==> src/rtl/pva_pkg.sv <==
// Shared types and constants for the polyphonic voice allocator.
// No dependencies; every other file of the block imports this package.
`default_nettype none

package pva_pkg;

    localparam int PAD_W          = 8;
    localparam int VALUE_W        = 9;
    localparam int VOICE_W        = 6;
    localparam int CFG_W          = 6;
    localparam int OUT_VALUE_W    = 8;
    localparam int DEF_MAX_VOICES = 48;
    localparam int QUEUE_DEPTH    = 2;

    localparam logic [CFG_W-1:0]          RESET_VOICES = CFG_W'(48);
    localparam logic signed [VALUE_W-1:0] NO_VALUE     = -VALUE_W'(1);

    typedef enum logic [1:0] {
        OP_SET_VALUE = 2'd0,
        OP_PAD_HELD  = 2'd1,
        OP_PAD_OWN   = 2'd2
    } t_opcode;

    // A pad event after the front has resolved which value it carries.
    typedef struct packed {
        logic [PAD_W-1:0]          pad;
        logic signed [VALUE_W-1:0] value;
    } t_event;

endpackage

`default_nettype wire

==> src/rtl/pva_front.sv <==
// Front end of the voice allocator: takes commands, keeps the held value and
// turns pad commands into resolved events. Depends on pva_pkg.
`default_nettype none

module pva_front
    import pva_pkg::*;
(
    input  wire logic                      i_clk,
    input  wire logic                      i_rst_n,
    input  wire logic                      i_start,
    input  wire logic [1:0]                i_opcode,
    input  wire logic [PAD_W-1:0]          i_pad,
    input  wire logic signed [VALUE_W-1:0] i_value,
    input  wire logic                      i_full,
    output logic                           o_busy,
    output logic                           o_push,
    output t_event                         o_event
);

    logic signed [VALUE_W-1:0] r_held;
    logic signed [VALUE_W-1:0] n_held;
    logic                      accept;

    assign o_busy = i_full;
    assign accept = i_start && !i_full;

    always_comb begin
        n_held        = r_held;
        o_push        = 1'b0;
        o_event.pad   = i_pad;
        o_event.value = i_value;
        if (accept) begin
            case (t_opcode'(i_opcode))
                OP_SET_VALUE: begin
                    n_held = i_value;
                end
                OP_PAD_HELD: begin
                    o_push        = 1'b1;
                    o_event.value = r_held;
                    n_held        = NO_VALUE;
                end
                OP_PAD_OWN: begin
                    o_push = 1'b1;
                    n_held = NO_VALUE;
                end
                default: begin
                    n_held = r_held;
                end
            endcase
        end
    end

    always_ff @(posedge i_clk) begin
        if (!i_rst_n) begin
            r_held <= NO_VALUE;
        end else begin
            r_held <= n_held;
        end
    end

endmodule

`default_nettype wire

==> src/rtl/pva_queue.sv <==
// Short event queue between the front end and the voice table.
// Depends on pva_pkg for the event type and the queue depth.
`default_nettype none

module pva_queue
    import pva_pkg::*;
(
    input  wire logic i_clk,
    input  wire logic i_rst_n,
    input  wire logic i_push,
    input  t_event    i_event,
    input  wire logic i_pop,
    output logic      o_empty,
    output logic      o_full,
    output t_event    o_head
);

    localparam int PW = (QUEUE_DEPTH > 1) ? $clog2(QUEUE_DEPTH) : 1;
    localparam int CW = $clog2(QUEUE_DEPTH + 1);

    t_event          r_mem [QUEUE_DEPTH];
    logic [PW-1:0]   r_wr_ptr;
    logic [PW-1:0]   n_wr_ptr;
    logic [PW-1:0]   r_rd_ptr;
    logic [PW-1:0]   n_rd_ptr;
    logic [CW-1:0]   r_count;
    logic [CW-1:0]   n_count;
    logic            do_push;
    logic            do_pop;

    assign o_empty = (r_count == '0);
    assign o_full  = (r_count == CW'(QUEUE_DEPTH));
    assign o_head  = r_mem[r_rd_ptr];
    assign do_push = i_push && !o_full;
    assign do_pop  = i_pop && !o_empty;

    always_comb begin
        n_wr_ptr = r_wr_ptr;
        n_rd_ptr = r_rd_ptr;
        n_count  = r_count;
        if (do_push) begin
            n_wr_ptr = (r_wr_ptr == PW'(QUEUE_DEPTH - 1)) ? '0 : r_wr_ptr + 1'b1;
        end
        if (do_pop) begin
            n_rd_ptr = (r_rd_ptr == PW'(QUEUE_DEPTH - 1)) ? '0 : r_rd_ptr + 1'b1;
        end
        if (do_push && !do_pop) begin
            n_count = r_count + 1'b1;
        end else if (do_pop && !do_push) begin
            n_count = r_count - 1'b1;
        end
    end

    always_ff @(posedge i_clk) begin
        if (!i_rst_n) begin
            r_wr_ptr <= '0;
            r_rd_ptr <= '0;
            r_count  <= '0;
        end else begin
            r_wr_ptr <= n_wr_ptr;
            r_rd_ptr <= n_rd_ptr;
            r_count  <= n_count;
        end
    end

    always_ff @(posedge i_clk) begin
        if (do_push) begin
            r_mem[r_wr_ptr] <= i_event;
        end
    end

endmodule

`default_nettype wire

==> src/rtl/pva_back.sv <==
// Back end of the voice allocator: voice table, pad match and free-voice search,
// table update and the result register. Depends on pva_pkg.
`default_nettype none

module pva_back
    import pva_pkg::*;
#(
    parameter int MAX_VOICES = DEF_MAX_VOICES
) (
    input  wire logic             i_clk,
    input  wire logic             i_rst_n,
    input  wire logic [CFG_W-1:0] i_active,
    input  wire logic             i_empty,
    input  t_event                i_head,
    output logic                  o_pop,
    output logic                  o_done,
    output logic [VOICE_W-1:0]    o_voice,
    output logic [PAD_W-1:0]      o_pad_out,
    output logic [OUT_VALUE_W-1:0] o_value_out
);

    localparam int IW = (MAX_VOICES > 1) ? $clog2(MAX_VOICES) : 1;

    typedef enum logic [1:0] {
        S_IDLE  = 2'b01,
        S_APPLY = 2'b10
    } t_back_state;

    t_back_state             r_state;
    t_back_state             n_state;
    logic [MAX_VOICES-1:0]   r_vld;
    logic [PAD_W-1:0]        r_pad [MAX_VOICES];
    logic [MAX_VOICES-1:0]   r_hit;
    logic [MAX_VOICES-1:0]   r_free;
    logic [MAX_VOICES-1:0]   in_use;
    t_event                  r_ev;
    logic [IW-1:0]           hit_idx;
    logic [IW-1:0]           free_idx;
    logic [IW-1:0]           sel_idx;
    logic [8:0]              sel_wide;
    logic                    found;
    logic                    release_ev;
    logic                    tbl_we;
    logic                    r_done;
    logic                    n_done;
    logic [VOICE_W-1:0]      r_voice;
    logic [PAD_W-1:0]        r_pad_out;
    logic [OUT_VALUE_W-1:0]  r_value_out;

    // Entries at or above the configured count are neither searched nor claimed.
    always_comb begin
        for (int i = 0; i < MAX_VOICES; i++) begin
            in_use[i] = (9'(i) < 9'(i_active));
        end
    end

    // Lowest matching and lowest free entry.
    always_comb begin
        hit_idx  = '0;
        free_idx = '0;
        for (int i = MAX_VOICES - 1; i >= 0; i--) begin
            if (r_hit[i]) begin
                hit_idx = IW'(i);
            end
            if (r_free[i]) begin
                free_idx = IW'(i);
            end
        end
    end

    assign found      = (|r_hit) || (|r_free);
    assign sel_idx    = (|r_hit) ? hit_idx : free_idx;
    assign sel_wide   = 9'(sel_idx);
    assign release_ev = (r_ev.value == '0);
    assign tbl_we     = r_state[1] && found;
    assign o_pop      = (r_state == S_IDLE) && !i_empty;

    always_comb begin
        n_state = r_state;
        n_done  = 1'b0;
        case (r_state)
            S_IDLE: begin
                if (!i_empty) begin
                    n_state = S_APPLY;
                end
            end
            S_APPLY: begin
                n_state = S_IDLE;
                n_done  = found && !r_ev.value[VALUE_W-1];
            end
            default: begin
                n_state = S_IDLE;
            end
        endcase
    end

    always_ff @(posedge i_clk) begin
        if (!i_rst_n) begin
            r_state <= S_IDLE;
            r_done  <= 1'b0;
            r_vld   <= '0;
        end else begin
            r_state <= n_state;
            r_done  <= n_done;
            if (tbl_we) begin
                // A release frees the voice even when it was claimed just now.
                r_vld[sel_idx] <= !release_ev;
            end
        end
    end

    always_ff @(posedge i_clk) begin
        if (o_pop) begin
            r_ev <= i_head;
            for (int i = 0; i < MAX_VOICES; i++) begin
                r_hit[i]  <= r_vld[i] && (r_pad[i] == i_head.pad) && in_use[i];
                r_free[i] <= !r_vld[i] && in_use[i];
            end
        end
        if (tbl_we) begin
            r_pad[sel_idx] <= r_ev.pad;
        end
        if (n_done) begin
            r_voice     <= sel_wide[VOICE_W-1:0];
            r_pad_out   <= r_ev.pad;
            r_value_out <= r_ev.value[OUT_VALUE_W-1:0];
        end
    end

    assign o_done      = r_done;
    assign o_voice     = r_voice;
    assign o_pad_out   = r_pad_out;
    assign o_value_out = r_value_out;

endmodule

`default_nettype wire

==> src/rtl/poly_voice_allocator.sv <==
// Polyphonic voice allocator, top level: configuration register, front end,
// event queue and voice table. Depends on pva_pkg, pva_front, pva_queue, pva_back.
`default_nettype none

// A set-value command produces nothing. Each pad command is queued and then
// handled by the voice table: first the pad is compared against every voice
// and the free voices are found, then the lowest matching voice, else the
// lowest free one, is picked, the table is updated and, if a voice was found
// and the value is non-negative, the result is registered. The table takes no
// new pad event until the current one is applied. The two-entry queue in front
// of the table lets commands keep arriving; busy rises only when it is full.
// The result strobe o_done is high for exactly one cycle and the receiver
// cannot stall it, so results must be captured when they appear. Configuration
// writes are meant for times when no pad event is queued or in the table.
module poly_voice_allocator
    import pva_pkg::*;
#(
    parameter int MAX_VOICES = DEF_MAX_VOICES
) (
    input  wire logic                      i_clk,
    input  wire logic                      i_rst_n,
    input  wire logic                      start,
    output logic                           busy,
    input  wire logic [1:0]                i_opcode,
    input  wire logic [PAD_W-1:0]          i_pad,
    input  wire logic signed [VALUE_W-1:0] i_value,
    input  wire logic                      i_cfg_we,
    input  wire logic [CFG_W-1:0]          i_cfg_data,
    output logic                           o_done,
    output logic [VOICE_W-1:0]             o_voice,
    output logic [PAD_W-1:0]               o_pad_out,
    output logic [OUT_VALUE_W-1:0]         o_value_out
);

    logic [CFG_W-1:0] r_active;
    logic             push;
    t_event           push_event;
    t_event           head;
    logic             pop;
    logic             empty;
    logic             full;

    always_ff @(posedge i_clk) begin
        if (!i_rst_n) begin
            r_active <= RESET_VOICES;
        end else if (i_cfg_we) begin
            r_active <= i_cfg_data;
        end
    end

    pva_front u_front (
        .i_clk    (i_clk),
        .i_rst_n  (i_rst_n),
        .i_start  (start),
        .i_opcode (i_opcode),
        .i_pad    (i_pad),
        .i_value  (i_value),
        .i_full   (full),
        .o_busy   (busy),
        .o_push   (push),
        .o_event  (push_event)
    );

    pva_queue u_queue (
        .i_clk   (i_clk),
        .i_rst_n (i_rst_n),
        .i_push  (push),
        .i_event (push_event),
        .i_pop   (pop),
        .o_empty (empty),
        .o_full  (full),
        .o_head  (head)
    );

    pva_back #(
        .MAX_VOICES (MAX_VOICES)
    ) u_back (
        .i_clk       (i_clk),
        .i_rst_n     (i_rst_n),
        .i_active    (r_active),
        .i_empty     (empty),
        .i_head      (head),
        .o_pop       (pop),
        .o_done      (o_done),
        .o_voice     (o_voice),
        .o_pad_out   (o_pad_out),
        .o_value_out (o_value_out)
    );

endmodule

`default_nettype wire

==> config.mk <==
export PLATFORM = sky130hd
export DESIGN_NAME = poly_voice_allocator
export DESIGN_NICKNAME = d
export VERILOG_FILES = /design/src/rtl/pva_pkg.sv /design/src/rtl/pva_front.sv /design/src/rtl/pva_queue.sv /design/src/rtl/pva_back.sv /design/src/rtl/poly_voice_allocator.sv
export SDC_FILE = /design/constraint.sdc
export NUM_CORES = 1
export LEC_CHECK = 0
export BUFFER_PORTS_ARGS = -buffer_cell sky130_fd_sc_hd__buf_4
export CORE_AREA = 4 4 392 239
export DETAILED_ROUTE_END_ITERATION = 8
export DIE_AREA = 0 0 396 243
export PLACE_DENSITY = 0.54
export SYNTH_ARGS = -nofsm -noshare
export SYNTH_HDL_FRONTEND = slang
export SYNTH_SLANG_ARGS = --single-unit
==> constraint.sdc <==
create_clock -name i_clk -period 25.3 [get_ports i_clk]
set_input_delay 2.53 -clock i_clk [delete_from_list [all_inputs] [get_ports i_clk]]
set_output_delay 2.53 -clock i_clk [all_outputs]
set_load 0.01 [all_outputs]
Yosys cells after proc, flatten, opt, wreduce, memory -nomap -nowiden

Memories as Yosys holds them, arrays and structs flattened. A register that Yosys moved wholly into a read port is not among the register bits.
Index checks and enable logic that the tools add are counted.

Bits in registers: 205
Memory bits (writable): 418
Input bits: 29
Output and inout bits: 24
Logic and storage cells: 458
Memories kept: 2

Add/subtract/negate cells: 4
$lt $le $gt $ge: 50
Equal/unequal tests: 53
Muxes and demuxes: 116
Reduce and logical (&&, ||, !) cells: 218

Memory list:

| name          | depth | bits a word | rd ports | clocked after memory_dff | write ports | line            | text |
|---|---|---|---|---|---|---|---|
| u_back.r_pad  | 48    | 8           | 48       | 0                        | 1           | pva_back.sv:32  | `logic [PAD_W-1:0] r_pad [MAX_VOICES];` |
| u_queue.r_mem | 2     | 17          | 1        | 1                        | 1           | pva_queue.sv:21 | `t_event r_mem [QUEUE_DEPTH];` |

Operator list:

| cell                                                                                 | count |
|---|---|
| 6-bit 2-to-1 mux                                                                     | 97 |
| 8-bit equality test                                                                  | 48 |
| 1-bit logical AND                                                                    | 153 |
| 5-bit by 6-bit < comparator with 1-bit output (first input constant)                 | 16 |
| 6-bit < comparator (first input constant)                                            | 16 |
| 48-bit OR reduction                                                                  | 2 |
| 1-bit logical NOT                                                                    | 54 |
| 48-bit bitwise mux                                                                   | 1 |
| 4-bit by 6-bit < comparator with 1-bit output (first input constant)                 | 8 |
| 3-bit by 6-bit < comparator with 1-bit output (first input constant)                 | 4 |
| 9-bit 2-to-1 mux                                                                     | 2 |
| 9-bit one-hot mux with 2 select lines                                                | 1 |
| 1-bit by 6-bit < comparator with 1-bit output (first input constant)                 | 2 |
| 2-bit by 6-bit < comparator with 1-bit output (first input constant)                 | 2 |
| 1-bit 2-to-1 mux                                                                     | 12 |
| 9-bit logical NOT                                                                    | 1 |
| 6-bit by 7-bit < comparator with 1-bit output (second input constant)                | 1 |
| 1-bit demux with 6-bit select                                                        | 1 |
| 2-bit equality test (second input constant)                                          | 3 |
| 6-bit by 1-bit greater-or-equal comparator with 1-bit output (second input constant) | 1 |
| 2-bit by 1-bit equality test with 1-bit output (second input constant)               | 2 |
| 2-bit logical NOT                                                                    | 2 |
| 2-bit 2-to-1 mux                                                                     | 2 |
| 2-bit AND reduction                                                                  | 2 |
| 6 further kinds                                                                      | 8 |

Longest topological paths before layout

Word-level depth: 54
Mapped depth: 11
Depth with buffers taken out: 9

Modules after synthesis

From an unflattened synthesis, not the netlist that was laid out.

Cells, all modules: 1922
Area total of the unflattened synthesis: 26888.3 um^2

By module, submodules not included:

| module               | times used | cells an instance | area an instance (um^2) | sequential area each (um^2) |
|---|---|---|---|---|
| pva_back             | 1          | 1763              | 24513.5                 | 16605.9 |
| pva_queue            | 1          | 78                | 1458.9                  | 1121.1 |
| pva_front            | 1          | 62                | 691.9                   | 180.2 |
| poly_voice_allocator | 1          | 19                | 224.0                   | 120.1 |

Worst setup path before layout

Ideal clock, no wire load.

Kind: reg-to-reg
From: register u_queue.r_count[0]
To: register u_queue.r_count[1]
Library setup time: 0.076 ns
Arrival time: 10.153 ns
Required time: 25.224 ns
Setup slack: 15.071 ns
Cell stages (with the launch flop): 8
Buffers on the path: 0
Clock period less this slack: 10.229 ns
Cells stage by stage: dfxtp_1 nor2_1 nor3b_1 inv_1 ha_1 xor2_1 or3_1 a21boi_0

Elaborated cells on any way between the ends: 18
Classes of those cells: add/sub (2); eq/ne (1); mux (3); reduce/logical (12)

RTL lines:

| item                                                          | line                       | text |
|---|---|---|
| start: declaration                                            | pva_queue.sv:26            | `logic [CW-1:0] r_count;` |
| start signal: assignment                                      | pva_queue.sv:62            | `r_count <= n_count;` |
| 2-bit logical NOT *                                           | pva_queue.sv:31            | `assign o_empty = (r_count == '0);` |
| 1-bit logical NOT *                                           | pva_back.sv:76             | `assign o_pop = (r_state == S_IDLE) && !i_empty;` |
| 1-bit logical AND *                                           | pva_back.sv:76             |  |
| named net pop                                                 | poly_voice_allocator.sv:39 | `logic pop;` |
| 1-bit logical AND *                                           | pva_queue.sv:35            | `assign do_pop = i_pop && !o_empty;` |
| 1-bit logical NOT                                             | pva_queue.sv:47            | `if (do_push && !do_pop) begin` |
| 1-bit logical AND                                             | pva_queue.sv:47            |  |
| 2-bit 2-to-1 mux / 2-bit nonzero test (equally long branches) | -                          |  |

The timed path passes the listed nets; every way through them passes the cells marked *. The select of a mux whose other input is x is not followed.
A chain may end at the register's enable or synchronous reset.

Worst setup path in the final report

From: register u_back.r_free[2]
To: memory u_back.r_pad[38][1], enable pin

Elaborated cells on any way between the ends: 9
Classes of those cells: mux (6); reduce/logical (3)

RTL lines:

| item                             | line            | text |
|---|---|---|
| start: declaration               | pva_back.sv:34  | `logic [MAX_VOICES-1:0] r_free;` |
| start signal: indexed assignment | pva_back.sv:117 | `r_free[i] <= !r_vld[i] && in_use[i];` |
| 6-bit 2-to-1 mux (3 in a row)    | pva_back.sv:65  | `if (r_free[i]) begin` |
| 6-bit 2-to-1 mux                 | pva_back.sv:72  | `assign sel_idx = (\|r_hit) ? hit_idx : free_idx;` |
| named net u_back.sel_idx[5]      | pva_back.sv:39  | `logic [IW-1:0] sel_idx;` |
| end: declaration                 | pva_back.sv:32  |  |

The timed path passes the listed nets, and every way through them passes these cells.

==> flow_summary.ini <==
[grt]
antenna_found_initial = 4
gr-total-overflow = 0
grt_use_total_pct = 16.0
grt_max_degree = 72
grt_pass1_wl_um = 113000
first_global_vias = 15669

[placement]
post-place-ws_ps = 20720
io_buffers = 52
dpl.hpwl_um = 49800
place_area_sq_um = 28900
place.gp.congestion = 0.889

[finish]
fin_area_sq_um = 30900
multi_input_area_sq_um = 8470
nets = 1990
area_growth_pct = 14.9
drive_above_1_share_pct = 14.2
final-seq-area_sq_um = 18000
n_fill_cell = 8560

[clock_network]
post_cts_buffers = 0
cts_sinks = 624
clk_pin_slew_worst_paths_ps = 70
ctsResizeCount = 0
cts.path.max_buffers = 3
insertion_delay_ps = 620
postCtsHoldBufs = 0
tritoncts = done
cts_made_buffers = 56
cts-root-buf = clkbuf_16
htree_levels = 2

[hold_path]
hold_path.class = flip-flop to flip-flop

[worst_setup_path]
critical_path_class = flip-flop to flip-flop
cp.arrival_ps = 5000
worst_ep_required_time_ps = 25540
startpoint_type = flip-flop
end_kind = flip-flop
critical_path_peak_fanout = 9

[floorplan]
dieArea_sq_um = 96200
dieHeight_um = 243
core_sq_um = 89700
fp.dieW_um = 396
ios = 53
rows = 85
start_util_pct = 30.0

[timing]
drv_slew = 0
worstMarginPinSlew_ps = 1370
hold_viol = 0
maxSlewHeadroom_pct = 7.98
setup_slack_ps = 20540
max_clock_freq_ghz = 0.210
setup_violations = 0
fin_skew_ps = 22.8
setup_tns_ps = 0
grt_setup_unrepaired = no
post-route-min-period_ps = 4760
hold_slack_ps = 450
fin_crit_sh_pct = 18.8

[route]
drt_iter0_drc = 1941
drt_pre_antenna_iters = 6
wire_per_inst_um = 24.5
drc = 0
wirelength_um = 79200
ant_nets = 0
via_per_inst = 4.99
vias = 16115

[synthesis]
synth.area.top_cells = edfxtp_1 (62%), xor2_1 (8.0%), dfxtp_1 (5.3%)
ys_ff_latch = 624
synth.avg_cell_area_sq_um = 14.2
synthMuxAreaShare_pct = 3.07
synthArstFlopShare_pct = 0
ys_warn_count = 0
synth_top_family_by_area = XOR/XNOR gates
synth_top_area_cell = edfxtp_1
syn_inst = 1892
seq_area_frac_synth_pct = 67.1
ys.flop_type = edfxtp_1
synth.distinct_cells = 58
synth_xor_area_share_pct = 12.6
syn_area_sq_um = 26900
yosysTopAreaCellShare_pct = 61.8
synth_adder_area_share_pct = 0.140
synthSimpleGateAreaFrac_pct = 12.2
synth_edf_count = 553
synth_fp_nets = 1924
synth_compound_area_share_pct = 2.86

[power]
p_switching_mw = 0.978
pwr-share-comb_pct = 23.5
clkPwrFrac_pct = 30.3
power_density_nw_per_um2 = 95.8
vdd_ir_drop_max_mv = 0.0628
swShare_pct = 33.0
finalPower_mw = 2.96
p_int_mw = 1.98
cellLeakagePower_nw = 9.70
seqPwrFrac_pct = 46.3

[status]
status = finished clean

[flow_run]
max_cap_viol_count = 0
[per-layer routing]
layer / vias up / wire length (um) / global-route usage (%)
li1: 7113 / - / -
met2: 683 / 30900 / 21.2
met3: 107 / 8320 / 4.90
met1: 8212 / 38400 / 25.0
met5: - / 0 / 0
met4: 0 / 1630 / 3.57
[metrics by stage]
stage	utilization, %	std cells
6_report	34.4	3228
5_1_grt	34.4	3224
4_1_cts	34.4	3224
3_5_place_dp	32.3	3118
3_3_place_gp	32.3	3118
2_1_floorplan	-	1892
[power groups by stage]
stage               Sequential (mW)  Clock (mW)  Combinational [mW]
floorplan                      1.41           0               0.382
global placement               1.38           0               0.688
detailed placement             1.39           0               0.695
CTS                            1.37       0.909               0.698
global route                   1.38       0.956               0.741
finish                         1.37       0.895               0.695
[layout make-up]
type,count,area share (%)
clock buffer,76,5.05
timing repair buffer,95,2.39
sequential,624,58.4
antenna,4,0.0324
clock inverter,30,1.15
tap,1218,4.94
multi-input combinational,1133,27.4
inverter,48,0.584
[cells in the final DEF (no fill, tap or decap), types with 18 or more instances in the layout]
master / instances
o21ai_0: 48
mux2_2: 18
nand2_1: 90
mux2i_1: 54
nor4_1: 82
xor2_1: 244
nor4_4: 18
nor2_1: 101
edfxtp_1: 553
dfxtp_1: 70
buf_4: 93
inv_1: 45
nand4_1: 53
a21oi_1: 24
xnor2_1: 143
clkbuf_16: 57
nor3_1: 29
nand3_1: 39
nor4_2: 28
[synthesized netlist by cell type (6+ instances only)]
library cell / count
a21oi_1: 24
and2_1: 12
buf_1: 11
buf_2: 9
clkbuf_1: 63
dfxtp_1: 71
edfxtp_1: 553
inv_1: 45
mux2_2: 18
mux2i_1: 62
nand2_1: 90
nand2b_1: 11
nand3_1: 39
nand3b_1: 10
nand4_1: 53
nor2_1: 101
nor2b_1: 15
nor3_1: 31
nor4_1: 91
nor4_2: 19
nor4_4: 18
o21a_1: 7
o21ai_0: 48
o31ai_1: 6
or2_2: 9
or3_1: 10
or4_1: 12
xnor2_1: 143
xor2_1: 244
[worst paths after layout]
check	start	endpoint	cells past startpoint	slack (ps)
max	u_back.r_free[2]$_DFFE_PP_	u_back.r_pad[38][1]$_DFFE_PP_	7	20540
min	u_back.r_ev[5]$_DFFE_PP_	u_back.o_value_out[5]$_DFFE_PP_	0	450
max reg2reg	u_back.r_free[2]$_DFFE_PP_	u_back.r_pad[38][1]$_DFFE_PP_	7	20540
min reg2reg	u_back.r_ev[5]$_DFFE_PP_	u_back.o_value_out[5]$_DFFE_PP_	0	450
[critical path, stage by stage, from the launching register on]
cell and delay, ps:
edfxtp_1 550, nor4_1 590, and4_1 420, a31oi_1 110, nor3_1 860, nand2_1 700, or3_1 530, nor2_1 620
[cell families (layout without fill, tap and decap cells)]
group | count (synthesis) | in the layout
compound gates | 124 | 124
xor+xnor | 387 | 387
fa+ha+maj | 3 | 3
buf+inv | 135 | 249
flops | 624 | 624
mux | 80 | 80
other cells | 0 | 4
simple gates | 539 | 539
[registers in the layout, summed over array words and instances (netlist names), named ones only]
| signal | flops |
|---|---|
| r_active | 6 |
| u_back.o_done | 1 |
| u_back.o_pad_out | 8 |
| u_back.o_value_out | 8 |
| u_back.o_voice | 6 |
| u_back.r_ev | 17 |
| u_back.r_free | 48 |
| u_back.r_hit | 48 |
| u_back.r_pad | 384 |
| u_back.r_state | 2 |
| u_back.r_vld | 48 |
| u_front.r_held | 9 |
| u_queue.r_count | 2 |
| u_queue.r_mem | 34 |
| u_queue.r_rd_ptr | 1 |
| u_queue.r_wr_ptr | 1 |
(Power assumes the default switching activity.)
